--- src/hw/rtl/tli_pkg.sv ---
// Shared constants, codes and types of the table linear interpolator.
`timescale 1ns / 1ps
`default_nettype none

package tli_pkg;

	// Default sizes of the breakpoint table and of the value fields.
	localparam int MAX_POINTS_DEF = 64;
	localparam int VALUE_W_DEF    = 32;

	// Fixed field widths of the ports.
	localparam int CNT_W      = 7;
	localparam int IDX_W      = 6;
	localparam int CFG_IDX_W  = 1;
	localparam int CFG_DATA_W = 7;

	// A table needs at least two breakpoints to form a segment.
	localparam int MIN_POINTS = 2;

	// Register reset values.
	localparam logic [CNT_W-1:0] ACTIVE_RST = 7'd2;
	localparam logic             CLAMP_RST  = 1'b0;

	// Register indexes on the configuration port.
	localparam logic [CFG_IDX_W-1:0] REG_ACTIVE = 1'd0;
	localparam logic [CFG_IDX_W-1:0] REG_CLAMP  = 1'd1;

	// Input commands.
	localparam logic CMD_WRITE = 1'b0;
	localparam logic CMD_QUERY = 1'b1;

	// Result status codes.
	typedef logic [1:0] status_t;
	localparam status_t ST_OK     = 2'd0;
	localparam status_t ST_BADARG = 2'd1;
	localparam status_t ST_NOTINC = 2'd2;
	localparam status_t ST_OVF    = 2'd3;

	// Finished result handed from the sequencer to the output register.
	typedef struct packed {
		logic    valid;
		status_t status;
	} rsp_t;

endpackage

`default_nettype wire

--- src/hw/rtl/tli_bp_mem.sv ---
// Breakpoint memories: x and y stores, one write port and one registered read port.
`timescale 1ns / 1ps
`default_nettype none

module tli_bp_mem #(
	parameter int DEPTH = tli_pkg::MAX_POINTS_DEF,
	parameter int WIDTH = tli_pkg::VALUE_W_DEF,
	parameter int AW    = $clog2(tli_pkg::MAX_POINTS_DEF)
) (
	input  logic                    clk,
	input  logic                    we,
	input  logic [AW-1:0]           waddr,
	input  logic signed [WIDTH-1:0] wx,
	input  logic signed [WIDTH-1:0] wy,
	input  logic [AW-1:0]           raddr,
	output logic signed [WIDTH-1:0] rx,
	output logic signed [WIDTH-1:0] ry
);

	logic [WIDTH-1:0] mem_x [DEPTH];
	logic [WIDTH-1:0] mem_y [DEPTH];

	// Write one breakpoint.
	always_ff @(posedge clk) begin
		if (we) begin
			mem_x[waddr] <= wx;
			mem_y[waddr] <= wy;
		end
	end

	// Read both coordinates of one breakpoint; the data is registered and appears in the next cycle.
	always_ff @(posedge clk) begin
		rx <= signed'(mem_x[raddr]);
		ry <= signed'(mem_y[raddr]);
	end

endmodule

`default_nettype wire

--- config.mk ---
export PLATFORM = sky130hd
export DESIGN_NAME = tli_bp_mem
export DESIGN_NICKNAME = d
export VERILOG_FILES = /design/src/hw/rtl/tli_pkg.sv /design/src/hw/rtl/tli_bp_mem.sv
export SDC_FILE = /design/constraint.sdc
export NUM_CORES = 2
export LEC_CHECK = 0
export BUFFER_PORTS_ARGS = -buffer_cell sky130_fd_sc_hd__buf_2
export CAP_MARGIN = 40
export CORE_UTILIZATION = 50
export DETAILED_ROUTE_END_ITERATION = 10
export GPL_ROUTABILITY_DRIVEN = 0
export PLACE_DENSITY = 0.77
export SYNTH_ARGS = -nofsm -noshare
export SYNTH_HDL_FRONTEND = slang
export SYNTH_SLANG_ARGS = --single-unit
--- constraint.sdc ---
create_clock -name clk -period 14.1 [get_ports clk]
set_input_delay 4.23 -clock clk [delete_from_list [all_inputs] [get_ports clk]]
set_output_delay 4.23 -clock clk [all_outputs]
set_load 0.01 [all_outputs]
# After elaboration in Yosys (flattened, before gate mapping)
# Memory sizes are Yosys's and may differ from the RTL's. A register that Yosys moved wholly into a read port is not among the register bits.
# Cells that the tools add are included.
# classes
n_mux	2
# op_table
operator	n
$mux 1	2
# word_totals
reg_bits	0
mem_bits_rw	4096
input_bits	78
mem_count	2
# mem_list
memory	depth	width	rd	rd_clocked_by_memory_dff	wr	line	source
mem_x	64	32	1	1	1	tli_bp_mem.sv:20	logic [WIDTH-1:0] mem_x [DEPTH];
mem_y	64	32	1	1	1	tli_bp_mem.sv:21	logic [WIDTH-1:0] mem_y [DEPTH];

# Longest topological paths before layout
# depth
ltp_word	2
mapped_depth	9

# Worst setup path after synthesis
# Ideal clock, no wire load.
# synth_path
kind	input -> register
startpoint	input waddr[4]
endpoint	memory mem_x[16][0] (netlist name), enable pin
setup_ns	0.486
arrival_ns	7.740
required_time_ns	13.614
slack_ns	5.874
cell_stages	4
n_path_buf	2
cell_sequence	clkbuf_1 > or3b_2 > clkbuf_1 > nor2_1
# synth_rtl
element	line	source
start: declaration	tli_bp_mem.sv:12	input logic [AW-1:0] waddr,
end: declaration	tli_bp_mem.sv:20	
# Straight into the memory's write port.

# Worst setup path in the final report
# layout_path
startpoint	input we
endpoint	memory mem_y[45][7] (netlist name), enable pin
# layout_via
elab_chain_len	2
# layout_rtl
element	line	source
start: declaration	tli_bp_mem.sv:11	input logic we,
$mux 1	tli_bp_mem.sv:25	if (we) begin
$mux 1 (not written as such)	tli_bp_mem.sv:27	mem_y[waddr] <= wy;
end: declaration	tli_bp_mem.sv:21	
# No other way between the ends.

==> summary.txt <==
Run status -> finished, final reports clean
Main area contributors after synthesis -> edfxtp_1, mux4_2, a22oi_1
Max rail drop VDD -> 0.108 mV
Layout Skew -> 0.0597 ns
Most common cell in the netlist -> edfxtp_1
Post-synth ARST share -> 0
Vias/cell -> 7.03
Root Buffer -> clkbuf_16
Pleak -> 55.3 nW
Hold endpoint -> ry[30]
Cells along the critical path -> buf_2 -> nor2b_1 -> nand3_1 -> nor2_4 -> buf_4 -> buf_4 -> buf_16
Rows -> 204
Number of CTS-inserted buffers -> 398
Fmax -> 0.137 GHz
Net Sw Frac -> 0.215
Post-synth EDFFs -> 4096
Worst R2R Path Depth -> 4
Worst reg2reg path endpoint -> rx[20]
Max cap viols -> 0
Setup crit start kind -> input port
Highest-delay cell along the critical path -> nor2_4
Worst hold stages -> 4
Slew Viols, Final -> 0
Worst Path Buf+Inv -> 4
PwrDens -> 146 nW/um2
Initial Util -> 0.504
Top post-synthesis cells by count -> edfxtp_1, mux4_2, a22oi_1, clkbuf_1, buf_2
Post-CTS Resized -> 0
CP arrival -> 7.89 ns
Final hold vios -> 0
Grt ovf -> 0
Area leader, netlist -> edfxtp_1
Post-Place Cell Area -> 164000 um2
Register bit count reported by yosys -> 4160
Synthesized cell area -> 156000 um2
DRC viols -> 0
Vias -> 80500
Layout cell share with drive strength beyond 1 -> 0.292
Top FF cell, synth -> edfxtp_1
Die H -> 560 um
Clock Sink Count -> 4160
CP max FO -> 19
CP delay by family, top -> simple AND/OR/NAND/NOR gates
CTS tree -> done
Part of the cycle the worst path needs -> 0.518
Synth Area per Inst -> 24.0 um2
Vias in the first global route -> 80900
Clk slew on worst S/H paths -> 0.06 ns
Slew of the pin with the lowest slew margin -> 1.17 ns
DIE AREA -> 314000 um2
Net Sw Power -> 0.00556 W
Clock share of power -> 0.421
Crit path top cell by count -> buf_4
Slowest stage delay, CP -> 0.98 ns
GRT Overall Usage -> 0.290
Layout Cell Area excl Fill -> 178000 um2
CORE AREA -> 309000 um2
Reg-to-reg critical path startpoint -> mem_x[25][20]
Number of I/O port buffers -> 141
Yosys warns -> 0
Syn_nets -> 6583
Crit path from -> we
Element type at the critical path end -> flip-flop
Detail Placement HPWL -> 232000 um
Layout net count -> 7056
Hold buffers post-CTS -> 0
Filler Cells Inserted -> 20700
Drt total wl -> 470000 um
RSZ-0062 raised after global routing -> false
Combinational Power Share -> 0.047
Drt pass-1 iters -> 9
Cell count after synthesis -> 6505
Reg power frac -> 0.532
Post-CTS setup buffer count -> 0
Post-route minimum period -> 7.30 ns
Layout area overhead -> 14.0%
Clock Tree Buf Depth -> 4
Critical Path RT -> 14.69 ns
Worst rel slew slack -> 0.221
Max H-tree Level -> 5
Worst Setup Path Type -> input port to flip-flop
Synth cell types -> 30
First-pass GRT wire length -> 631000 um
Starting DRT DRC Count -> 15900
Hold path startpoint -> mem_y[55][30]
TNS Setup -> 0 ns
Largest net degree at the start of global routing -> 132
WL/cell -> 41.1 um
Final-report setup violation count -> 0
Post-synthesis sequential area ratio -> 0.797
Io pins -> 142
Die width -> 560 um
Internal Power -> 0.0203 W
Synth top area share -> 0.789
R2R setup slack -> 12.23 ns
Post-route ant nets -> 0
HP Class -> flip-flop to flip-flop
Worst-Skew Late Latency -> 0.96 ns
Antenna violations before repair -> 42
[flip-flops by register name (all words and copies together), names as in the netlist]
register  cells
mem_x      2048
rx           32
ry           32
mem_y      2048
[routing by layer]
metal	track usage	up-vias	share of wire
met3	0.0773	1851	0.15
met1	0.365	41000	0.31
met2	0.462	8305	0.47
met4	0.161	24	0.070
li1	-	29200	-
met5	0	-	0.00042
[per-stage QoR]
step	util	instances	setup slack, ns	hold WS [ns]	total power [W]
2_1_floorplan	-	6505	5.87	0.783	0.0146
5_1_grt	0.574	11400	6.49	0.879	0.0263
3_5_place_dp	0.531	10700	5.84	0.818	0.0152
3_3_place_gp	0.524	10600	5.63	0.814	0.0151
4_1_cts	0.573	11400	6.72	0.837	0.0258
6_report	0.574	11500	6.80	0.845	0.0258
[placed cells by master (no fill, tap or decap), types with 63 or more instances in the layout]
cell,count
buf_2,137
clkbuf_1,80
a211oi_1,63
o22ai_1,102
nand3_1,133
edfxtp_1,4096
nor2_4,67
clkinv_1,73
o211a_1,64
mux4_2,1024
a22oi_1,256
clkbuf_16,403
dfxtp_1,64
clkinv_2,81
o221ai_1,64
mux2i_1,90
buf_4,190
buf_12,63
[final cells by class]
cell class                 instances  area (um2)  area share
antenna                           19        47.5    0.000268
timing repair buffer             450        4910      0.0277
sequential                      4160      124000       0.700
multi-input combinational       1967       30200       0.170
clock inverter                   240        2480      0.0140
inverter                           1        3.75   0.0000211
tap                             4120        5150      0.0290
clock buffer                     493       10500      0.0593
[kinds of logic (layout without fill, tap and decap cells)]
family / count (synthesis) / count (layout) / share of synthesized area
compound gates: 575 / 575 / 0.0280
buf+inv: 378 / 1184 / 0.0124
flops: 4160 / 4160 / 0.797
mux: 1114 / 1114 / 0.154
other cells: 0 / 19 / 0
simple gates: 278 / 278 / 0.00831
[worst max path at each step]
stage | slack [ns] | cells after the start | endpoint
floorplan | 5.87 | 4 | mem_x[16][0]
global placement | 5.63 | 8 | ry[2]
detailed placement | 5.84 | 9 | rx[14]
CTS | 6.72 | 9 | rx[14]
global route | 6.49 | 9 | rx[14]
finish | 6.80 | 7 | mem_y[45][7]
[power by group through the flow]
stage | sequential, W | combinational (W) | clock (W)
after detailed placement | 0.0140 | 0.00116 | 0
after floorplan | 0.0140 | 0.000633 | 0
after CTS | 0.0138 | 0.00118 | 0.0108
after global placement | 0.0140 | 0.00108 | 0
final | 0.0138 | 0.00121 | 0.0109
after global routing | 0.0138 | 0.00125 | 0.0113
[worst min-delay path: stages (launching register included)]
cell      delay [ns]
edfxtp_1        0.31
mux4_2          0.22
a22oi_1         0.07
nand3_1         0.10
o211a_1         0.16
Note: power is estimated with default switching activity, not from simulation.
