$ cat src/hw/rtl/tli_pkg.sv
// Shared constants, codes and types of the table linear interpolator.
`timescale 1ns / 1ps
`default_nettype none

package tli_pkg;

	// Default sizes of the breakpoint table and of the value fields.
	localparam int MAX_POINTS_DEF = 64;
	localparam int VALUE_W_DEF    = 32;

	// Fixed field widths of the ports.
	localparam int CNT_W      = 7;
	localparam int IDX_W      = 6;
	localparam int CFG_IDX_W  = 1;
	localparam int CFG_DATA_W = 7;

	// A table needs at least two breakpoints to form a segment.
	localparam int MIN_POINTS = 2;

	// Register reset values.
	localparam logic [CNT_W-1:0] ACTIVE_RST = 7'd2;
	localparam logic             CLAMP_RST  = 1'b0;

	// Register indexes on the configuration port.
	localparam logic [CFG_IDX_W-1:0] REG_ACTIVE = 1'd0;
	localparam logic [CFG_IDX_W-1:0] REG_CLAMP  = 1'd1;

	// Input commands.
	localparam logic CMD_WRITE = 1'b0;
	localparam logic CMD_QUERY = 1'b1;

	// Result status codes.
	typedef logic [1:0] status_t;
	localparam status_t ST_OK     = 2'd0;
	localparam status_t ST_BADARG = 2'd1;
	localparam status_t ST_NOTINC = 2'd2;
	localparam status_t ST_OVF    = 2'd3;

	// Finished result handed from the sequencer to the output register.
	typedef struct packed {
		logic    valid;
		status_t status;
	} rsp_t;

endpackage

`default_nettype wire

$ cat src/hw/rtl/tli_muldiv.sv
// Multiply-divide unit: |a| * |dy| / dx with a split multiplier and a restoring divider.
`timescale 1ns / 1ps
`default_nettype none

module tli_muldiv #(
	parameter int VALUE_WIDTH = tli_pkg::VALUE_W_DEF
) (
	input  logic                     clk,
	input  logic                     arst_n,
	input  logic                     start,
	input  logic [VALUE_WIDTH:0]     a_mag,
	input  logic [VALUE_WIDTH:0]     dy_mag,
	input  logic [VALUE_WIDTH:0]     dx,
	output logic                     done,
	output logic [2*VALUE_WIDTH+1:0] quot
);

	localparam int W   = VALUE_WIDTH;
	localparam int QW  = 2 * W + 2;
	localparam int CH  = (W + 2) / 2;
	localparam int PPW = W + 1 + CH;
	localparam int KW  = $clog2(QW);

	localparam logic [1:0] M_IDLE = 2'd0;
	localparam logic [1:0] M_MUL1 = 2'd1;
	localparam logic [1:0] M_MUL2 = 2'd2;
	localparam logic [1:0] M_DIV  = 2'd3;

	logic [1:0]     state_q;
	logic [PPW-1:0] pp_q;
	logic [QW-1:0]  dvd_q;
	logic [W:0]     rem_q;
	logic [KW-1:0]  cnt_q;
	logic           done_q;

	logic [W+1:0]   shl;
	logic           ge;
	logic [W+1:0]   rem_n;

	// One restoring division step: shift in the next dividend bit and subtract.
	always_comb begin
		shl   = {rem_q, dvd_q[QW-1]};
		ge    = shl >= {1'b0, dx};
		rem_n = ge ? (shl - {1'b0, dx}) : shl;
	end

	// Two partial products, then one quotient bit per cycle.
	always_ff @(posedge clk or negedge arst_n) begin
		if (!arst_n) begin
			state_q <= M_IDLE;
			done_q  <= 1'b0;
			cnt_q   <= '0;
			pp_q    <= '0;
			dvd_q   <= '0;
			rem_q   <= '0;
		end else begin
			done_q <= 1'b0;
			case (state_q)
				M_IDLE: begin
					if (start) begin
						pp_q    <= PPW'(a_mag) * PPW'(dy_mag[CH-1:0]);
						state_q <= M_MUL1;
					end
				end
				M_MUL1: begin
					dvd_q   <= QW'(pp_q);
					pp_q    <= PPW'(a_mag) * PPW'(dy_mag[W:CH]);
					state_q <= M_MUL2;
				end
				M_MUL2: begin
					dvd_q   <= dvd_q + (QW'(pp_q) << CH);
					rem_q   <= '0;
					cnt_q   <= '0;
					state_q <= M_DIV;
				end
				M_DIV: begin
					rem_q <= rem_n[W:0];
					dvd_q <= {dvd_q[QW-2:0], ge};
					cnt_q <= cnt_q + KW'(1);
					if (cnt_q == KW'(QW - 1)) begin
						done_q  <= 1'b1;
						state_q <= M_IDLE;
					end
				end
				default: state_q <= M_IDLE;
			endcase
		end
	end

	assign done = done_q;
	assign quot = dvd_q;

endmodule

`default_nettype wire

$ cat config.mk
export PLATFORM = sky130hd
export DESIGN_NAME = tli_muldiv
export DESIGN_NICKNAME = d
export VERILOG_FILES = /design/src/hw/rtl/tli_pkg.sv /design/src/hw/rtl/tli_muldiv.sv
export SDC_FILE = /design/constraint.sdc
export NUM_CORES = 2
export LEC_CHECK = 0
export ABC_AREA = 0
export BUFFER_PORTS_ARGS = -buffer_cell sky130_fd_sc_hd__buf_2
export CORE_UTILIZATION = 44
export CTS_CLUSTER_SIZE = 8
export DETAILED_ROUTE_END_ITERATION = 6
export PLACE_DENSITY_LB_ADDON = 0.2
export SLEW_MARGIN = 15
export SYNTH_ARGS = -nofsm -noshare
export SYNTH_HDL_FRONTEND = slang
export SYNTH_SLANG_ARGS = --single-unit
$ cat constraint.sdc
create_clock -name clk -period 3.2 [get_ports clk]
set_input_delay 0.16 -clock clk [delete_from_list [all_inputs] [get_ports clk]]
set_output_delay 0.16 -clock clk [all_outputs]
set_load 0.02 [all_outputs]
# Word level (Yosys, flattened, before mapping)
# Cells that the tools add are included.
# classes
mul,2
order_cmp,1
muxes,11
n_reduce_logical,6
addsub,3
eq_ne,6
# op_table
cell,n
case mux 66 bit (3 select lines),1
case mux 50 bit (2 select lines),1
adder 66 bit,1
case mux 33 bit (2 select lines),1
multiplier 33 x 17 -> 50 bit,1
2-to-1 mux 50 bit,1
multiplier 33 x 16 -> 49 bit,1
>= comparator 34 x 33 -> 1 bit,1
2-to-1 mux 33 bit,1
subtractor 33 bit,1
case mux 7 bit (2 select lines),1
case mux 2 bit (4 select lines),1
"adder 7 x 1 -> 7 bit, second input constant",1
"== test 7 bit, second input constant",1
"== test 2 bit, second input constant",2
2-to-1 mux 2 bit,2
"!= test 2 bit, second input constant",2
AND reduction 2 bit,2
nonzero test 2 bit,2
nonzero test 3 bit,1
"== test 2 x 1 -> 1 bit, second input constant",1
logical NOT 2 bit,1
2-to-1 mux 1 bit,2
# word_totals
out_inout_bits,67
register_bits,159
word_cells,35
inputBits,102

# Logic depth before layout (Yosys ltp)
# logic_depth
word_depth,3
mapped_depth,27
ltp_nobuf,26

# Least setup slack after synthesis
# No wires, ideal clock.
# synth_path
kind,input to register
startpoint,input port dy_mag[24]
endpoint,register pp_q[48]
required_ns,3.074
n_path_buf,1
setup_time_ns,0.126
path_slack_ns,-3.178
arrival_ns,6.252
cell_stages,26
path_cell_list,clkbuf_1 > nand2_1 > fa_1 > inv_1 > fa_1 > inv_1 > fa_1 > inv_1 > fa_1 > fa_1 > inv_1 > fa_1 > inv_1 > ha_1 > nand3_1 > o211ai_1 > o21bai_2 > nand2_2 > o41ai_4 > a21o_4 > a31oi_4 > or4_1 > a31oi_1 > a31oi_1 > xnor2_1 > a21oi_1
# synth_via
elab_chain_cells,2
# synth_lines
item,line,text
"start, declared",tli_muldiv.sv:12,"input logic [VALUE_WIDTH:0] dy_mag,"
multiplier 33 x 16 -> 49 bit,tli_muldiv.sv:67,pp_q <= PPW'(a_mag) * PPW'(dy_mag[W:CH]);
case mux 50 bit (2 select lines),tli_muldiv.sv:58,case (state_q)
"end signal, assigned",tli_muldiv.sv:61,pp_q <= PPW'(a_mag) * PPW'(dy_mag[CH-1:0]);
"end signal, assigned",tli_muldiv.sv:67,
"end, declared",tli_muldiv.sv:30,logic [PPW-1:0] pp_q;
# Every way passes these cells.
# A chain may end at the register's enable or synchronous reset.

# Final worst setup path
# layout_path
startpoint,input port a_mag[7]
endpoint,register pp_q[47]
# layout_via
elab_chain_cells,3
elab_cells_between_ends,4
classes_between,2 x mul; 2 x mux
# layout_lines
item,line,text
"start, declared",tli_muldiv.sv:11,"input logic [VALUE_WIDTH:0] a_mag,"
multiplier 33 x 17 -> 50 bit,tli_muldiv.sv:61,
2-to-1 mux 50 bit,tli_muldiv.sv:60,if (start) begin
case mux 50 bit (2 select lines) (*),tli_muldiv.sv:58,
# Every way passes the cells marked *; elsewhere a longest branch is shown, timed or not. The select of a mux whose other input is x is not followed.

==> summary.txt <==
Placed design
  • Cells after DPL: 7360
  • Buffers on Ports: 168
  • Final RePlAce weighted congestion: 0.9257
  • Detailed Place HPWL: roughly 110000 µm

Synth
  • Netlist Area Pre-Place: about 46000 µm²
  • FFs w/ async S/R, synth: 1.000
  • Most repeated cell in the gate-level netlist after synthesis: sky130_fd_sc_hd__inv_1
  • Total of warnings raised by yosys: 0
  • Area share of the largest cell type after synthesis: 0.3937
  • Most used flip-flop cell after synthesis: sky130_fd_sc_hd__dfrtp_1
  • Most area-hungry cell type in the Yosys netlist: sky130_fd_sc_hd__fa_1
  • Number of register bits inferred by synthesis: 159
  • Top area cells in the synthesized netlist: sky130_fd_sc_hd__fa_1, sky130_fd_sc_hd__ha_1, sky130_fd_sc_hd__inv_1
  • Share of synthesized area occupied by flip-flops and latches: 0.08714
  • Number of enable-type register cells in the synthesized netlist: 0
  • Synth Instances: ~5400
  • Average footprint of a synthesized cell: 8.498 µm²
  • Unique masters post-synth: 79
  • Syn_nets: 6705
  • Top cells by count, synth: sky130_fd_sc_hd__inv_1, sky130_fd_sc_hd__fa_1, sky130_fd_sc_hd__nand2_1

Clocking
  • Number of buffers added by the clock tree synthesis step: 17
  • Root buf cell: sky130_fd_sc_hd__clkbuf_16
  • CTS Buffer Depth: 2
  • Sink count of the clock tree: ~160
  • Worst-path clk slew: 0.07 ns
  • TritonCTS clock tree: yes
  • # H-tree levels: 4
  • Clock latency at the later pin of the worst-skew pair: 0.45 ns

Worst setup path
  • R2r worst-path depth: 14
  • Crit. Startpoint: a_mag[7]
  • CP Max Fanout: 7
  • Nature of the critical path endpoint: flip-flop
  • Critical Path RT: about 3.6 ns
  • Category of the worst setup path launch point: input pin
  • Critical setup path kind: input pin to flip-flop
  • Worst endpoint data arrival time: approximately 6.2 ns
  • Register-to-register path setup slack: -0.05 ns
  • Terminus of the critical flop-to-flop path: quot[53]$_DFFE_PN0N_
  • Origin of the critical flop-to-flop path: quot[28]$_DFFE_PN0N_
  • Critical path endpoint: pp_q[47]$_DFFE_PN0P_

GRT
  • GRT Overall Usage: 0.2651
  • Global-route wire length before repair: 218100 µm
  • Via count of the first global-routing pass: ~40000
  • Initial antenna violation count: 1
  • Pin count of the biggest net entering global routing: 77
  • Overflow left after global routing: 0

Layout
  • Area Growth Syn to Fin: 29.05%
  • Antenna diode count: 0
  • Fill count: between 9000 and 10000
  • Ratio of cells with drive above 1 in the final layout: 0.2634
  • Final-stage net count: roughly 7500
  • Combined area of the multi-input logic cells: 39290 µm²
  • Total area of sequential cells: about 4000 µm²
  • Final cell count without fillers: 7510

Detailed routing
  • Met2 layer wire length in the routed design: 65170 µm
  • DR WL/cell: 18.46 µm
  • Uppermost signal routing layer after detailed routing: met4
  • Detailed-routing wirelength on met1: 64550 µm
  • First-iteration detailed-routing DRC count: 2296
  • Via Count: 38810
  • Via density per instance: a little over 5
  • Remaining design rule violation count: 0
  • Number of optimization iterations in the first detailed-route pass: 5
  • Residual antenna-violating net count after detailed routing: 0
  • Detailed-routed wire length on met3: 6545 µm
  • Overall routed net length: 138700 µm

STA
  • Setup violation total in the final timing report: 47
  • Worst rel slew slack: 0.3152
  • Unrepaired setup endpoints after global routing: true
  • Final worst setup slack: -2.673 ns
  • Actual slew at the worst max-slew pin: 1.026 ns
  • Hold violation count in the final report: 0
  • Final min period: 5.873 ns
  • Final worst-path cycle share: 1.835
  • Timing-limited maximum frequency: about 0.17 GHz
  • Max Slew Vio Count: 0
  • Setup Skew: 0.01175 ns

Outcome
  • Run status: complete, but fails checks
  • Violated checks: setup timing

Floorplan
  • Area inside the core boundary: 102300 µm²
  • Rows: 117
  • Height of the die: roughly 320 µm
  • Die extent in x: 324.1 µm
  • IO Count: 169
  • Die Area: 105100 µm²
  • Initial cell density of the core: 0.4462

Min path
  • Worst hold-check path type: input pin to flip-flop

Job
  • Max-cap check violation count: 0
-- flip-flops by register name (all words and copies together), names as in the netlist --
signal	flops
pp_q	50
quot	66
cnt_q	7
rem_q	33
state_q	2
done	1
-- layout by cell type, fill, tap and decap left out, types with 76 or more instances in the layout --
cell type                 count
sky130_fd_sc_hd__inv_1     1014
sky130_fd_sc_hd__fa_1       838
sky130_fd_sc_hd__nand2_1    825
sky130_fd_sc_hd__buf_4      684
sky130_fd_sc_hd__and2_1     374
sky130_fd_sc_hd__ha_1       262
sky130_fd_sc_hd__nor2_1     168
sky130_fd_sc_hd__dfrtp_1    153
sky130_fd_sc_hd__a21oi_1    138
sky130_fd_sc_hd__buf_6      114
sky130_fd_sc_hd__buf_2      110
sky130_fd_sc_hd__a21o_1     109
sky130_fd_sc_hd__o21ai_0     84
sky130_fd_sc_hd__a21oi_2     76
-- cells by family (layout without fill, tap and decap cells) --
kind of cell / Yosys count / after routing / synth area share
DFF: 159 / 159 / 0.08714
and+or+nand+nor: 1645 / 1645 / 0.1675
adders and majority gates: 1230 / 1230 / 0.4847
AOI/OAI and AO/OA: 775 / 775 / 0.1099
buffers and inverters: 1374 / 2143 / 0.1131
muxes: 38 / 38 / 0.008413
xor gates and xnor gates: 152 / 152 / 0.02916
-- worst max-delay path, cell delays in order --
cell,delay [ns]
sky130_fd_sc_hd__buf_12,0.12
sky130_fd_sc_hd__and2_4,0.16
sky130_fd_sc_hd__fa_1,0.53
sky130_fd_sc_hd__inv_1,0.05
sky130_fd_sc_hd__fa_2,0.53
sky130_fd_sc_hd__fa_1,0.44
sky130_fd_sc_hd__fa_1,0.55
sky130_fd_sc_hd__inv_2,0.04
sky130_fd_sc_hd__fa_1,0.49
sky130_fd_sc_hd__fa_1,0.45
sky130_fd_sc_hd__ha_4,0.31
sky130_fd_sc_hd__and3_4,0.21
sky130_fd_sc_hd__nand3_4,0.09
sky130_fd_sc_hd__or4_4,0.54
sky130_fd_sc_hd__o211ai_1,0.20
sky130_fd_sc_hd__a221oi_2,0.13
sky130_fd_sc_hd__o21ai_2,0.14
sky130_fd_sc_hd__buf_6,0.14
sky130_fd_sc_hd__a211o_1,0.18
sky130_fd_sc_hd__nand4_1,0.17
sky130_fd_sc_hd__o21ai_2,0.20
sky130_fd_sc_hd__xnor2_2,0.11
sky130_fd_sc_hd__a221oi_2,0.26
-- worst min-delay path by stage --
stage / end / start / depth (start not counted)
finish: rem_q[0]$_DFFE_PN0N_ / dx[0] / 4
global route: rem_q[0]$_DFFE_PN0N_ / dx[0] / 4
CTS: state_q[0]$_DFFE_PN0P_ / start / 3
detailed placement: rem_q[4]$_DFFE_PN0N_ / arst_n / 1
global placement: rem_q[3]$_DFFE_PN0N_ / arst_n / 1
floorplan: cnt_q[0]$_DFFE_PN0N_ / arst_n / 0
-- routing by layer --
metal / GRT usage / vias to the layer above
li1: - / 17980
met1: 0.3776 / 19730
met2: 0.4414 / 966
met3: 0.02585 / 142
met4: 0.04686 / 0
met5: 0 / -
-- per-stage QoR --
stage	utilization	hold WS (ns)	cell area (µm²)	setup WS, ns	setup TNS (ns)
6_report	0.5758	0.2075	58920	-2.673	-94.75
5_1_grt	0.5758	0.2169	58920	-2.856	-104.33
4_1_cts	0.5615	0.1817	57460	-2.709	-94.27
3_5_place_dp	0.5266	0.2523	53880	-3.547	-134.57
3_3_place_gp	0.5266	0.2516	53880	-3.499	-131.83
2_1_floorplan	-	-0.1356	46890	-2.897	-90.95
-- area by class of cell --
class	instances	area share
clock buffers	17	0.007220
clock inverters	15	0.002930
inverters	1087	0.06933
multi-input cells	3840	0.6668
flip-flops and latches	159	0.06765
well taps	1368	0.02905
repair buffers	1024	0.1570
-- repair_timing --
action                                  in CTS  in global routing
endpoints found under the setup margin      88                 92
gates resized for setup                    515                307
pin swaps                                  279                211
hold buffers                                 1                  0
endpoints found under the hold margin       72                  0
buffers inserted                            72                 41
cloned                                      12                  7
Power is not shown: default switching activity piles up to over one toggle a cycle in this logic, so the estimate is an artifact.
