$ cat src/hw/rtl/tli_pkg.sv
// Shared constants, codes and types of the table linear interpolator.
`timescale 1ns / 1ps
`default_nettype none

package tli_pkg;

	// Default sizes of the breakpoint table and of the value fields.
	localparam int MAX_POINTS_DEF = 64;
	localparam int VALUE_W_DEF    = 32;

	// Fixed field widths of the ports.
	localparam int CNT_W      = 7;
	localparam int IDX_W      = 6;
	localparam int CFG_IDX_W  = 1;
	localparam int CFG_DATA_W = 7;

	// A table needs at least two breakpoints to form a segment.
	localparam int MIN_POINTS = 2;

	// Register reset values.
	localparam logic [CNT_W-1:0] ACTIVE_RST = 7'd2;
	localparam logic             CLAMP_RST  = 1'b0;

	// Register indexes on the configuration port.
	localparam logic [CFG_IDX_W-1:0] REG_ACTIVE = 1'd0;
	localparam logic [CFG_IDX_W-1:0] REG_CLAMP  = 1'd1;

	// Input commands.
	localparam logic CMD_WRITE = 1'b0;
	localparam logic CMD_QUERY = 1'b1;

	// Result status codes.
	typedef logic [1:0] status_t;
	localparam status_t ST_OK     = 2'd0;
	localparam status_t ST_BADARG = 2'd1;
	localparam status_t ST_NOTINC = 2'd2;
	localparam status_t ST_OVF    = 2'd3;

	// Finished result handed from the sequencer to the output register.
	typedef struct packed {
		logic    valid;
		status_t status;
	} rsp_t;

endpackage

`default_nettype wire

$ cat src/hw/rtl/tli_seq.sv
// Query sequencer: table scan, segment reads, operand setup and result saturation.
`timescale 1ns / 1ps
`default_nettype none

module tli_seq #(
	parameter int MAX_POINTS  = tli_pkg::MAX_POINTS_DEF,
	parameter int VALUE_WIDTH = tli_pkg::VALUE_W_DEF,
	parameter int AW          = $clog2(tli_pkg::MAX_POINTS_DEF)
) (
	input  logic                          clk,
	input  logic                          arst_n,
	input  logic [tli_pkg::CNT_W-1:0]     active_points,
	input  logic                          clamp_enable,
	input  logic                          start,
	input  logic signed [VALUE_WIDTH-1:0] query_value,
	output logic                          busy,
	output logic [AW-1:0]                 mem_raddr,
	input  logic signed [VALUE_WIDTH-1:0] rx,
	input  logic signed [VALUE_WIDTH-1:0] ry,
	output logic                          md_start,
	output logic [VALUE_WIDTH:0]          a_mag,
	output logic [VALUE_WIDTH:0]          dy_mag,
	output logic [VALUE_WIDTH:0]          dx,
	input  logic                          md_done,
	input  logic [2*VALUE_WIDTH+1:0]      quot,
	input  logic                          take,
	output tli_pkg::rsp_t                 rsp,
	output logic signed [VALUE_WIDTH-1:0] res_value
);

	import tli_pkg::*;

	localparam int W  = VALUE_WIDTH;
	localparam int QW = 2 * W + 2;
	localparam int CW = AW + 1;
	localparam int NW = (CNT_W > CW) ? CNT_W : CW;

	localparam logic [2:0] S_IDLE = 3'd0;
	localparam logic [2:0] S_SCAN = 3'd1;
	localparam logic [2:0] S_RD0  = 3'd2;
	localparam logic [2:0] S_RD1  = 3'd3;
	localparam logic [2:0] S_RD2  = 3'd4;
	localparam logic [2:0] S_MUL  = 3'd5;
	localparam logic [2:0] S_FIN  = 3'd6;

	localparam logic signed [W-1:0] VMAX = {1'b0, {(W-1){1'b1}}};
	localparam logic signed [W-1:0] VMIN = {1'b1, {(W-1){1'b0}}};

	logic [2:0]            state_q;
	logic signed [W-1:0]   q_q;
	logic signed [W-1:0]   prev_q;
	logic signed [W-1:0]   x0s_q;
	logic signed [W-1:0]   y0s_q;
	logic [CW-1:0]         rd_i_q;
	logic                  chk_v_s1;
	logic [AW-1:0]         chk_i_s1;
	logic                  bad_q;
	logic                  found_q;
	logic                  le_x0_q;
	logic                  ge_last_q;
	logic [AW-1:0]         seg_q;
	logic                  neg_q;
	logic                  md_start_q;
	logic [W:0]            a_mag_q;
	logic [W:0]            dy_mag_q;
	logic [W:0]            dx_q;
	status_t               st_q;
	logic signed [W-1:0]   val_q;

	logic [NW-1:0]         n_w;
	logic                  n_bad;
	logic [CW-1:0]         n_c;
	logic [AW-1:0]         last_i;
	logic [AW-1:0]         seg_sel;
	logic signed [W:0]     a_d;
	logic signed [W:0]     dx_d;
	logic signed [W:0]     dy_d;
	logic signed [W+2:0]   y0_e;
	logic signed [W+2:0]   q_e;
	logic signed [W+2:0]   sum_d;
	logic                  sat_d;
	logic                  ovf_d;
	logic signed [W-1:0]   fin_d;
	status_t               fin_st_d;

	// Point count checks and the segment that the scan selected.
	always_comb begin
		n_w     = NW'(active_points);
		n_bad   = (n_w < NW'(MIN_POINTS)) || (n_w > NW'(MAX_POINTS));
		n_c     = CW'(n_w);
		last_i  = AW'(n_c - CW'(1));
		seg_sel = found_q ? seg_q : AW'(last_i - AW'(1));
	end

	// Read address: the scan index, then the two ends of the segment.
	always_comb begin
		case (state_q)
			S_SCAN:  mem_raddr = rd_i_q[AW-1:0];
			S_RD1:   mem_raddr = seg_sel + AW'(1);
			default: mem_raddr = seg_sel;
		endcase
	end

	// Segment differences; the upper point arrives on the read port in S_RD2.
	always_comb begin
		a_d  = (W+1)'(q_q) - (W+1)'(x0s_q);
		dx_d = (W+1)'(rx) - (W+1)'(x0s_q);
		dy_d = (W+1)'(ry) - (W+1)'(y0s_q);
	end

	// Add the signed quotient to y0 and saturate to the value range.
	always_comb begin
		y0_e  = (W+3)'(y0s_q);
		q_e   = signed'({2'b00, quot[W:0]});
		sum_d = neg_q ? (y0_e - q_e) : (y0_e + q_e);
		sat_d = |quot[QW-1:W+1];
		ovf_d = sum_d[W+2:W-1] != {4{sum_d[W-1]}};
		if (sat_d) begin
			fin_d    = neg_q ? VMIN : VMAX;
			fin_st_d = ST_OVF;
		end else if (ovf_d) begin
			fin_d    = sum_d[W+2] ? VMIN : VMAX;
			fin_st_d = ST_OVF;
		end else begin
			fin_d    = sum_d[W-1:0];
			fin_st_d = ST_OK;
		end
	end

	// Query sequencer.
	always_ff @(posedge clk or negedge arst_n) begin
		if (!arst_n) begin
			state_q    <= S_IDLE;
			rd_i_q     <= '0;
			chk_v_s1   <= 1'b0;
			chk_i_s1   <= '0;
			bad_q      <= 1'b0;
			found_q    <= 1'b0;
			le_x0_q    <= 1'b0;
			ge_last_q  <= 1'b0;
			seg_q      <= '0;
			md_start_q <= 1'b0;
			neg_q      <= 1'b0;
			a_mag_q    <= '0;
			dy_mag_q   <= '0;
			dx_q       <= '0;
			q_q        <= '0;
			prev_q     <= '0;
			x0s_q      <= '0;
			y0s_q      <= '0;
			st_q       <= ST_OK;
			val_q      <= '0;
		end else begin
			md_start_q <= 1'b0;
			case (state_q)
				S_IDLE: begin
					if (start) begin
						q_q      <= query_value;
						rd_i_q   <= '0;
						chk_v_s1 <= 1'b0;
						bad_q    <= 1'b0;
						found_q  <= 1'b0;
						if (n_bad) begin
							st_q    <= ST_BADARG;
							val_q   <= '0;
							state_q <= S_FIN;
						end else begin
							state_q <= S_SCAN;
						end
					end
				end
				// One breakpoint x per cycle: order check, segment search, end tests.
				S_SCAN: begin
					chk_v_s1 <= rd_i_q < n_c;
					chk_i_s1 <= rd_i_q[AW-1:0];
					if (rd_i_q < n_c) begin
						rd_i_q <= rd_i_q + CW'(1);
					end
					if (chk_v_s1) begin
						prev_q <= rx;
						if (chk_i_s1 == '0) begin
							le_x0_q <= q_q <= rx;
						end else begin
							if (rx <= prev_q) begin
								bad_q <= 1'b1;
							end
							if (!found_q && (q_q <= rx)) begin
								found_q <= 1'b1;
								seg_q   <= chk_i_s1 - AW'(1);
							end
						end
						if (chk_i_s1 == last_i) begin
							ge_last_q <= q_q >= rx;
							state_q   <= S_RD0;
						end
					end
				end
				S_RD0: begin
					state_q <= S_RD1;
				end
				S_RD1: begin
					x0s_q   <= rx;
					y0s_q   <= ry;
					state_q <= S_RD2;
				end
				// Early results, or operands for the multiply-divide unit.
				S_RD2: begin
					if (bad_q) begin
						st_q    <= ST_NOTINC;
						val_q   <= '0;
						state_q <= S_FIN;
					end else if (clamp_enable && le_x0_q) begin
						st_q    <= ST_OK;
						val_q   <= y0s_q;
						state_q <= S_FIN;
					end else if (clamp_enable && ge_last_q) begin
						st_q    <= ST_OK;
						val_q   <= ry;
						state_q <= S_FIN;
					end else begin
						a_mag_q    <= a_d[W] ? unsigned'(-a_d) : unsigned'(a_d);
						dy_mag_q   <= dy_d[W] ? unsigned'(-dy_d) : unsigned'(dy_d);
						dx_q       <= unsigned'(dx_d);
						neg_q      <= a_d[W] ^ dy_d[W];
						md_start_q <= 1'b1;
						state_q    <= S_MUL;
					end
				end
				S_MUL: begin
					if (md_done) begin
						st_q    <= fin_st_d;
						val_q   <= fin_d;
						state_q <= S_FIN;
					end
				end
				S_FIN: begin
					if (take) begin
						state_q <= S_IDLE;
					end
				end
				default: state_q <= S_IDLE;
			endcase
		end
	end

	assign busy       = state_q != S_IDLE;
	assign md_start   = md_start_q;
	assign a_mag      = a_mag_q;
	assign dy_mag     = dy_mag_q;
	assign dx         = dx_q;
	assign rsp.valid  = state_q == S_FIN;
	assign rsp.status = st_q;
	assign res_value  = val_q;

endmodule

`default_nettype wire

$ cat config.mk
export PLATFORM = sky130hd
export DESIGN_NAME = tli_seq
export DESIGN_NICKNAME = d
export VERILOG_FILES = /design/src/hw/rtl/tli_pkg.sv /design/src/hw/rtl/tli_seq.sv
export SDC_FILE = /design/constraint.sdc
export NUM_CORES = 1
export LEC_CHECK = 0
export BUFFER_PORTS_ARGS = -buffer_cell sky130_fd_sc_hd__clkbuf_2
export CAP_MARGIN = 30
export CORE_MARGIN = 4
export CORE_UTILIZATION = 54
export DETAILED_ROUTE_END_ITERATION = 7
export GPL_ROUTABILITY_DRIVEN = 0
export PLACE_DENSITY_LB_ADDON = 0.2
export RECOVER_POWER = 50
export SKIP_LAST_GASP = 1
export SLEW_MARGIN = 30
export SYNTH_ARGS = -nofsm -noshare
export SYNTH_HDL_FRONTEND = slang
export SYNTH_SLANG_ARGS = --single-unit
$ cat constraint.sdc
create_clock -name clk -period 3.88 [get_ports clk]
set_input_delay 0.776 -clock clk [delete_from_list [all_inputs] [get_ports clk]]
set_output_delay 0.776 -clock clk [all_outputs]
set_load 0.05 [all_outputs]
-- After elaboration in Yosys (flattened, before gate mapping)
Cells that the tools add are included.
- add/subtract/negate cells: 12
- multiplexer cells: 52
- div/mod/pow operators: 0
- multipliers: 0
- eq/ne operators: 19
- magnitude comparators: 6
- reductions and logical operators: 23
- bitwise operators: 5
- shifts and indexed selects: 0
- operators with widths (kind ; count):
    2-to-1 mux 32 bit ; 10
    subtractor 32 x 32 -> 33 bit ; 3
    one-hot mux 32 bit (3 select lines) ; 1
    2-to-1 mux 33 bit ; 2
    negator 33 bit ; 2
    less-or-equal comparator 32 bit ; 2
    adder 32 x 34 -> 35 bit ; 1
    2-to-1 mux 35 bit ; 1
    subtractor 32 x 34 -> 35 bit ; 1
    OR reduction 33 bit ; 1
    >= comparator 32 bit ; 1
    2-to-1 mux 2 bit ; 11
    one-hot mux 3 bit (7 select lines) ; 1
    inequality test 2 bit (second input constant) ; 10
    AND reduction 5 bit ; 4
    2-to-1 mux 3 bit ; 6
    subtractor 6 x 1 -> 6 bit (second input constant) ; 3
    2-to-1 mux 7 bit ; 2
    one-hot mux 7 bit (2 select lines) ; 1
    one-hot mux 6 bit (2 select lines) ; 1
    2-to-1 mux 1 bit ; 11
    equality test 3 bit (second input constant) ; 3
    AND reduction 3 bit ; 3
    AND reduction 4 bit ; 2
    23 further kinds ; 34
- bits in read-only memories: 0
- output and inout bits: 142
- latch bits: 0
- logic and storage cells: 137
- memories kept: 0
- bits of input ports: 175
- bits in writable memories: 0
- bits in registers: 290

-- Logic depth before layout (Yosys ltp)
Gate-level depths: netlist of run 1.
- depth after elaboration: 7
- depth in mapped cells: 23
- mapped depth without buffers: 22

-- Worst setup path after synthesis of run 1
Ideal clock, no wire load.
- kind: input port to flip-flop
- start point: input quot[5]
- end point: register val_q[0], in the netlist res_value[0]
- setup slack: -1.381 ns
- stages: 21
- setup time: 0.124 ns
- arrival time: 5.137 ns
- path through: nor4_1 -> nor3b_1 -> nand2_1 -> nor2_1 -> and2_1 -> nand2_1 -> nor2_1 -> a21oi_1 -> xnor2_1 -> ha_1 -> and4_1 -> and2_1 -> and3_1 -> and3_1 -> a2111oi_2 -> a211oi_1 -> or4b_1 -> mux2_4 -> buf_6 -> nor3b_2 -> o21ai_1
- word-level cells in the longest chain between the ends: 7
- RTL lines (what ; RTL line ; source):
    from (decl) ; tli_seq.sv:25 ; input logic [2*VALUE_WIDTH+1:0] quot,
    adder 32 x 34 -> 35 bit / subtractor 32 x 34 -> 35 bit (equally long branches) ; tli_seq.sv:115 ; sum_d = neg_q ? (y0_e - q_e) : (y0_e + q_e);
    2-to-1 mux 35 bit * ; tli_seq.sv:115 ;
    inequality test 3 bit / 2-to-1 mux 32 bit (equally long branches) ; tli_seq.sv:117, tli_seq.sv:122 ;
    2-to-1 mux 32 bit * ; tli_seq.sv:121 ; end else if (ovf_d) begin
    2-to-1 mux 32 bit * ; tli_seq.sv:118 ; if (sat_d) begin
    2-to-1 mux 32 bit * ; tli_seq.sv:230 ; if (md_done) begin
    one-hot mux 32 bit (3 select lines) * ; tli_seq.sv:155 ; case (state_q)
    to (signal assigned) ; tli_seq.sv:214 ; val_q <= y0s_q;
    to (signal assigned) ; tli_seq.sv:218 ; val_q <= ry;
    to (signal assigned) ; tli_seq.sv:232 ; val_q <= fin_d;
    to (decl) ; tli_seq.sv:68 ; logic signed [W-1:0] val_q;
Mark *: on every way between the ends. The rest lies on a longest branch, timed or not. The select of a mux whose other input is x is not followed.
A chain may end at the register's enable or synchronous reset.

-- Worst setup path after layout of run 1
- start point: input quot[1]
- end point: register val_q[8], in the netlist res_value[8]
The elaborated chain is that of the path after synthesis.

==> results of run 1 <==
tightest hold or removal path: cells and delay by family:
kind          cells  cell delay [ns]
buf+inv           1             0.08
simple gates      2             0.09
repair_timing:
item	CTS	global route
endpoints found under the setup margin	37	82
setup buffers	6	24
gates resized for setup	30	101
pin swaps	14	54
cloned	1	2
registers in the layout (all words and copies together), names as in the netlist, 2 cells and up:
register and flops:
a_mag 33, chk_i_s1 6, dx 33, dy_mag 33
prev_q 32, q_q 32, rd_i_q 7, res_value 32
seg_q 6, st_q 2, state_q 3, x0s_q 32
y0s_q 32
Yosys cell counts (7+ instances only):
cell type and count:
nand2_1 462, dfrtp_1 290, o21ai_0 251, a21oi_1 233
ha_1 211, inv_1 187, nor2_1 146, xnor2_1 128
clkbuf_1 97, a21o_1 86, xor2_1 78, nor3_1 43
mux2_2 42, nand4_1 40, o21ai_1 40, nand3_1 36
nor2b_1 34, o21a_1 34, nand2b_1 28, a31oi_1 25
nor3_2 25, and3_1 23, nor4_1 22, a211oi_1 20
mux2i_1 15, buf_2 14, or3_1 14, a41oi_1 12
and2_1 12, o31ai_1 12, nor3b_1 11, o21bai_1 11
o211ai_1 9, a211o_1 8, o22ai_1 8, buf_6 7
nand3b_1 7
final cells by class:
class | count | share of cell area
tap | 585 | 0.0242
inverter | 187 | 0.0238
timing repair buffer | 702 | 0.152
clock buffer | 49 | 0.0345
sequential | 290 | 0.240
clock inverter | 15 | 0.00481
antenna | 2 | 0.000166
multi-input combinational | 2261 | 0.520
per-layer routing:
layer	share of wire	GRT usage	up-vias
li1	-	-	11333
met2	0.45	0.501	884
met5	0	0	-
met4	0.028	0.0815	0
met1	0.44	0.430	11249
met3	0.082	0.0669	166
placed cells by master (no fill, tap or decap), types with 36 or more instances in the layout:
| cell type | count |
|---|---|
| nor2_1 | 140 |
| nor3_1 | 38 |
| mux2_2 | 42 |
| nand3_1 | 36 |
| clkbuf_1 | 52 |
| buf_4 | 367 |
| xor2_1 | 77 |
| a21oi_1 | 217 |
| a21o_1 | 86 |
| clkbuf_2 | 269 |
| clkbuf_16 | 41 |
| inv_1 | 182 |
| dfrtp_1 | 286 |
| xnor2_1 | 125 |
| o21ai_0 | 234 |
| nand4_1 | 40 |
| nand2_1 | 454 |
| ha_1 | 203 |
kinds of logic (layout without fill, tap and decap cells):
logic type / after synthesis / in the layout
other: 0 / 2
buffers and inverters: 311 / 953
xor gates and xnor gates: 206 / 206
AOI/OAI and AO/OA: 835 / 835
muxes: 58 / 59
DFF: 290 / 290
and+or+nand+nor: 946 / 946
adders and majority gates: 215 / 215
per-stage QoR:
stage / setup slack, ns / area (um^2) / utilization / hold WS [ns] / instances
global route: -1.06 / 30200 / 0.701 / 0.416 / 4091
finish: -0.881 / 30200 / 0.701 / 0.423 / 4091
global placement: -1.40 / 28300 / 0.656 / 0.461 / 3991
floorplan: -1.01 / 23700 / - / 0.450 / 2861
detailed placement: -1.53 / 28300 / 0.657 / 0.470 / 3992
CTS: -0.792 / 29700 / 0.689 / 0.256 / 4063
worst min path at each step:
stage | from | end | slack [ns] | cells past startpoint
after floorplan | x0s_q[10] | x0s_q[10] | 0.45 | 2
after global placement | dy_mag[28] | dy_mag[28] | 0.46 | 2
after detailed placement | res_value[31] | res_value[31] | 0.47 | 2
after CTS | arst_n | q_q[20] | 0.26 | 1
after global routing | query_value[20] | q_q[20] | 0.42 | 3
final | query_value[19] | q_q[19] | 0.42 | 3
==> results.toml, run 1 <==
[outcome]
status = "finished, violations left"
failed_checks = "max-capacitance violations, max-slew violations, negative setup slack"

[global_route]
antenna_found_initial = 2
grt_usage = 0.312
grt_max_degree = 86
grt.overflow.total = 0
grt_pass1_vias = 23233
grt_pass1_wl_um = 120000

[setup_path]
reg2reg_from = "neg_q"
cp.buffers_inverters = 4
r2r_end = "res_value[8]"
rrSetupSlack_ns = -0.50
slowest_stage = "or4b_4"
slowest_delay_ns = 0.54
cp.required_ns = 4.34
critPathCapture = "res_value[8]"
crit_family = "simple AND/OR/NAND/NOR gates"
setup.worst_path.class = "primary input to register"
end_kind = "register"
critPathLaunchType = "primary input"
path_cells = "clkbuf_16 -> inv_12 -> ha_4 -> nor3b_4 -> nand3b_1 -> nor3b_4 -> buf_6 -> a21oi_2 -> xnor2_1 -> ha_2 -> nand4_4 -> nor2_4 -> nand3_2 -> or3_1 -> and4_4 -> a2111oi_4 -> nor4_4 -> or4b_4 -> a311o_2 -> clkbuf_16 -> o21ai_2"
cp_max_fo = 10
crit_cells = 21
reg2reg_depth = 15
startpoint = "quot[1]"
crit_arrival_ns = 5.23

[floorplanning]
design.core.area_mm2 = 0.0431
rows = 76
start_util = 0.545
dieArea_mm2 = 0.0469
pin_count = 317
die-width_um = 217
die_h_um = 217

[yosys]
synthMuxAreaShare = 0.0272
synth.top_cell.area_share = 0.309
async_flop_share = 1.00
ys_ff_latch = 290
synthCells = 2861
syn_area_mm2 = 0.0235
synth_nets = 3251
synth-edff-count = 0
syn-mean-instance-area_um2 = 8.21
synthXorXnorAreaFrac = 0.0768
synth_area_leader_cell = "dfrtp_1"
netlist-cell-type-count = 102
synth_area_leaders = "dfrtp_1, ha_1, nand2_1"
synthSimpleGateAreaFrac = 0.196
yosys_most_used_dff = "dfrtp_1"
synth_compound_area_frac = 0.222
ys_warn_count = 0
ys_seq_area_frac = 0.309
synth_fa_ha_area_frac = 0.116
synth_top_family_by_area = "compound AO/OA/AOI/OAI gates"

[sta]
finalSetupViolCount = 34
min_period_ns = 4.76
hold_violations = 0
setup_slack_ns = -0.881
fin_skew_ns = 0.0179
clock.fmax_mhz = 210
setup_tns_ns = -27.35
worstMarginPinSlew_ns = 2.26
fin_crit_sh = 1.23
slew-limit-headroom = -0.505
drv_slew = 86
rsz0062_at_grt = "yes"

[finish]
fillers = 3494
areaGrowthSynthToFinish_pct = 28.6
num-nets-final = 3868
multi_input_area_mm2 = 0.0157
regArea_mm2 = 0.00726
drive_above_1_share = 0.271

[clock_network]
cts_sinks = 290
cts_inserted_buffers = 36
insertion_delay_ns = 0.55
cts_tree = "built"
ctsHoldBuffers = 0
clk_pin_slew_worst_paths_ns = 0.06
cts_root_buffer = "clkbuf_16"
htree_levels = 2
clockBufferDepth = 3

[detailed_routing]
drc = 0
route.antenna.remaining_nets = 0
routedWlPerCell_um = 18.6
first_iter_violations = 1859
firstDrtPassIters = 5
routed_wl_um = 76000
dr_total_vias = 23632
avgViaCountPerCell = 5.78

[min_path]
hold_path_class = "primary input to register"

[flow_run]
drv_cap = 1

[placement]
io_buffers = 316
hpwl_um = 60100
Power of run 1 is left out: the tool's default activity adds up to more than one toggle a clock period on the data nets, which glitch-free logic cannot reach.
==> run 2: changes to the inputs <==
--- a/config.mk
+++ b/config.mk
@@ -7,8 +7,10 @@
 export LEC_CHECK = 0
 export BUFFER_PORTS_ARGS = -buffer_cell sky130_fd_sc_hd__clkbuf_2
 export CAP_MARGIN = 30
+export CELL_PAD_IN_SITES_DETAIL_PLACEMENT = 0
+export CELL_PAD_IN_SITES_GLOBAL_PLACEMENT = 1
 export CORE_MARGIN = 4
-export CORE_UTILIZATION = 54
+export CORE_UTILIZATION = 40
 export DETAILED_ROUTE_END_ITERATION = 7
 export GPL_ROUTABILITY_DRIVEN = 0
 export PLACE_DENSITY_LB_ADDON = 0.2
==> results.toml, run 2 (synthesis gave the netlist of run 1 again) <==
[global_route]
grt_max_degree = 193
grt_pass1_vias = 22629
grt_usage = 0.241
grt.overflow.total = 0
antenna_found_initial = 3
grt_pass1_wl_um = 124000

[clock_network]
ctsHoldBuffers = 0
cts_sinks = 290
cts_root_buffer = "clkbuf_16"
clockBufferDepth = 3
htree_levels = 2
cts_tree = "built"
clk_pin_slew_worst_paths_ns = 0.06
insertion_delay_ns = 0.56
cts_inserted_buffers = 36

[detailed_routing]
avgViaCountPerCell = 5.36
first_iter_violations = 1424
routedWlPerCell_um = 18.2
firstDrtPassIters = 5
routed_wl_um = 78300
drc = 0
route.antenna.remaining_nets = 0
dr_total_vias = 23047

[sta]
setup_slack_ns = -0.765
clock.fmax_mhz = 215
hold_violations = 0
rsz0062_at_grt = "yes"
slew-limit-headroom = -1.00
drv_slew = 155
fin_crit_sh = 1.20
finalSetupViolCount = 34
min_period_ns = 4.64
worstMarginPinSlew_ns = 3.01
fin_hold_ws_ns = 0.405
fin_skew_ns = 0.0335

[finish]
final_common_cell = "nand2_1"
areaGrowthSynthToFinish_pct = 30.8
utilization = 0.530
drive_above_1_share = 0.276
design_area_mm2 = 0.0307
finalNonFillerCells = 4299
layout_common_cells = "nand2_1, buf_4, dfrtp_1"
num-nets-final = 3897

[setup_path]
setup.worst_path.class = "primary input to register"
reg2reg_from = "neg_q"
rrSetupSlack_ns = -0.41
slowest_delay_ns = 0.50
end_kind = "register"
startpoint = "quot[5]"
crit_arrival_ns = 5.06
crit_family = "simple AND/OR/NAND/NOR gates"
critPathLaunchType = "primary input"
path_cells = "buf_6 -> nor4_4 -> nor3b_4 -> nand2_2 -> nor2_4 -> and2_4 -> nand2_4 -> nor2_4 -> a21oi_2 -> xnor2_2 -> ha_1 -> and4_1 -> and2_4 -> and3_4 -> and3_4 -> a2111oi_4 -> a211oi_2 -> or4b_4 -> mux2_4 -> buf_12 -> nor3b_2 -> o21ai_1"
cp.required_ns = 4.29
slowest_stage = "or4b_4"
cp.buffers_inverters = 2
cp_max_fo = 7
reg2reg_depth = 17
r2r_end = "res_value[0]"

[floorplanning]
start_util = 0.405
rows = 88
dieArea_mm2 = 0.0627
die_h_um = 250
design.core.area_mm2 = 0.0579
die-width_um = 250
pin_count = 317

[placement]
placed_area_mm2 = 0.0287
hpwl_um = 63000
dp_cells = 4193
io_buffers = 316

[min_path]
hold_start = "query_value[30]"
hold_path_class = "primary input to register"
whs_endpoint = "q_q[30]"
holdPathStages = 3

[outcome]
failed_checks = "max-capacitance violations, max-slew violations, negative setup slack"
status = "finished, violations left"

[flow_run]
drv_cap = 2
-- run 2: changes by cell type in the layout (fill, tap and decap cells not counted), moves of 3 or more --
cell / delta
xnor2_2: +8
buf_4: +21
clkbuf_16: -4
nor3_2: -3
buf_6: +7
buf_12: +4
o21ai_1: +15
ha_1: +4
ha_2: -3
a21oi_1: -3
xnor2_1: -8
o21ai_2: -17
-- run 2: per-layer routing --
layer / global-route usage / part of all wire / routed length [um] / up-vias
met5: 0 / 0 / 0 / -
met4: 0.0556 / 0.021 / 1670 / 0
met3: 0.0480 / 0.066 / 5170 / 104
met2: 0.373 / 0.44 / 34200 / 568
met1: 0.349 / 0.48 / 37300 / 10969
li1: - / - / - / 11406
-- run 2: worst max path at each step --
stage | cells after the start | to | slack (ns)
6_report | 22 | res_value[0] | -0.76
5_1_grt | 22 | res_value[0] | -0.95
4_1_cts | 23 | res_value[27] | -0.78
3_5_place_dp | 24 | res_value[0] | -1.47
3_3_place_gp | 21 | res_value[0] | -1.37
2_1_floorplan | 22 | res_value[0] | -1.01
-- run 2: final cells by class --
cell class	instances	area [um^2]
fill	5602	27200
timing repair buffer	732	4880
tap	765	957
clock inverter	14	143
multi-input combinational	2260	15700
inverter	187	719
sequential	290	7260
antenna	3	7.51
clock buffer	48	1010
-- run 2: tightest hold or removal path: cells and delay by family --
family        cells  cell delay (ns)
simple gates      2             0.09
buf+inv           1             0.07
-- run 2: through the flow --
step / TNS (ns) / setup slack [ns]
after floorplan: -31.84 / -1.01
after detailed placement: -55.66 / -1.47
after CTS: -24.09 / -0.777
after global placement: -50.16 / -1.37
final: -23.98 / -0.765
after global routing: -66.12 / -0.947
-- run 2: repair_timing --
| item | CTS | global route |
|---|---|---|
| endpoints found under the setup margin | 37 | 94 |
| buffers inserted | 12 | 26 |
| resized for setup | 29 | 115 |
| gates cloned | 2 | 1 |
| endpoints found under the hold margin | 0 | 0 |
| pin swaps | 26 | 73 |
Power of run 2 is left out for the same reason.
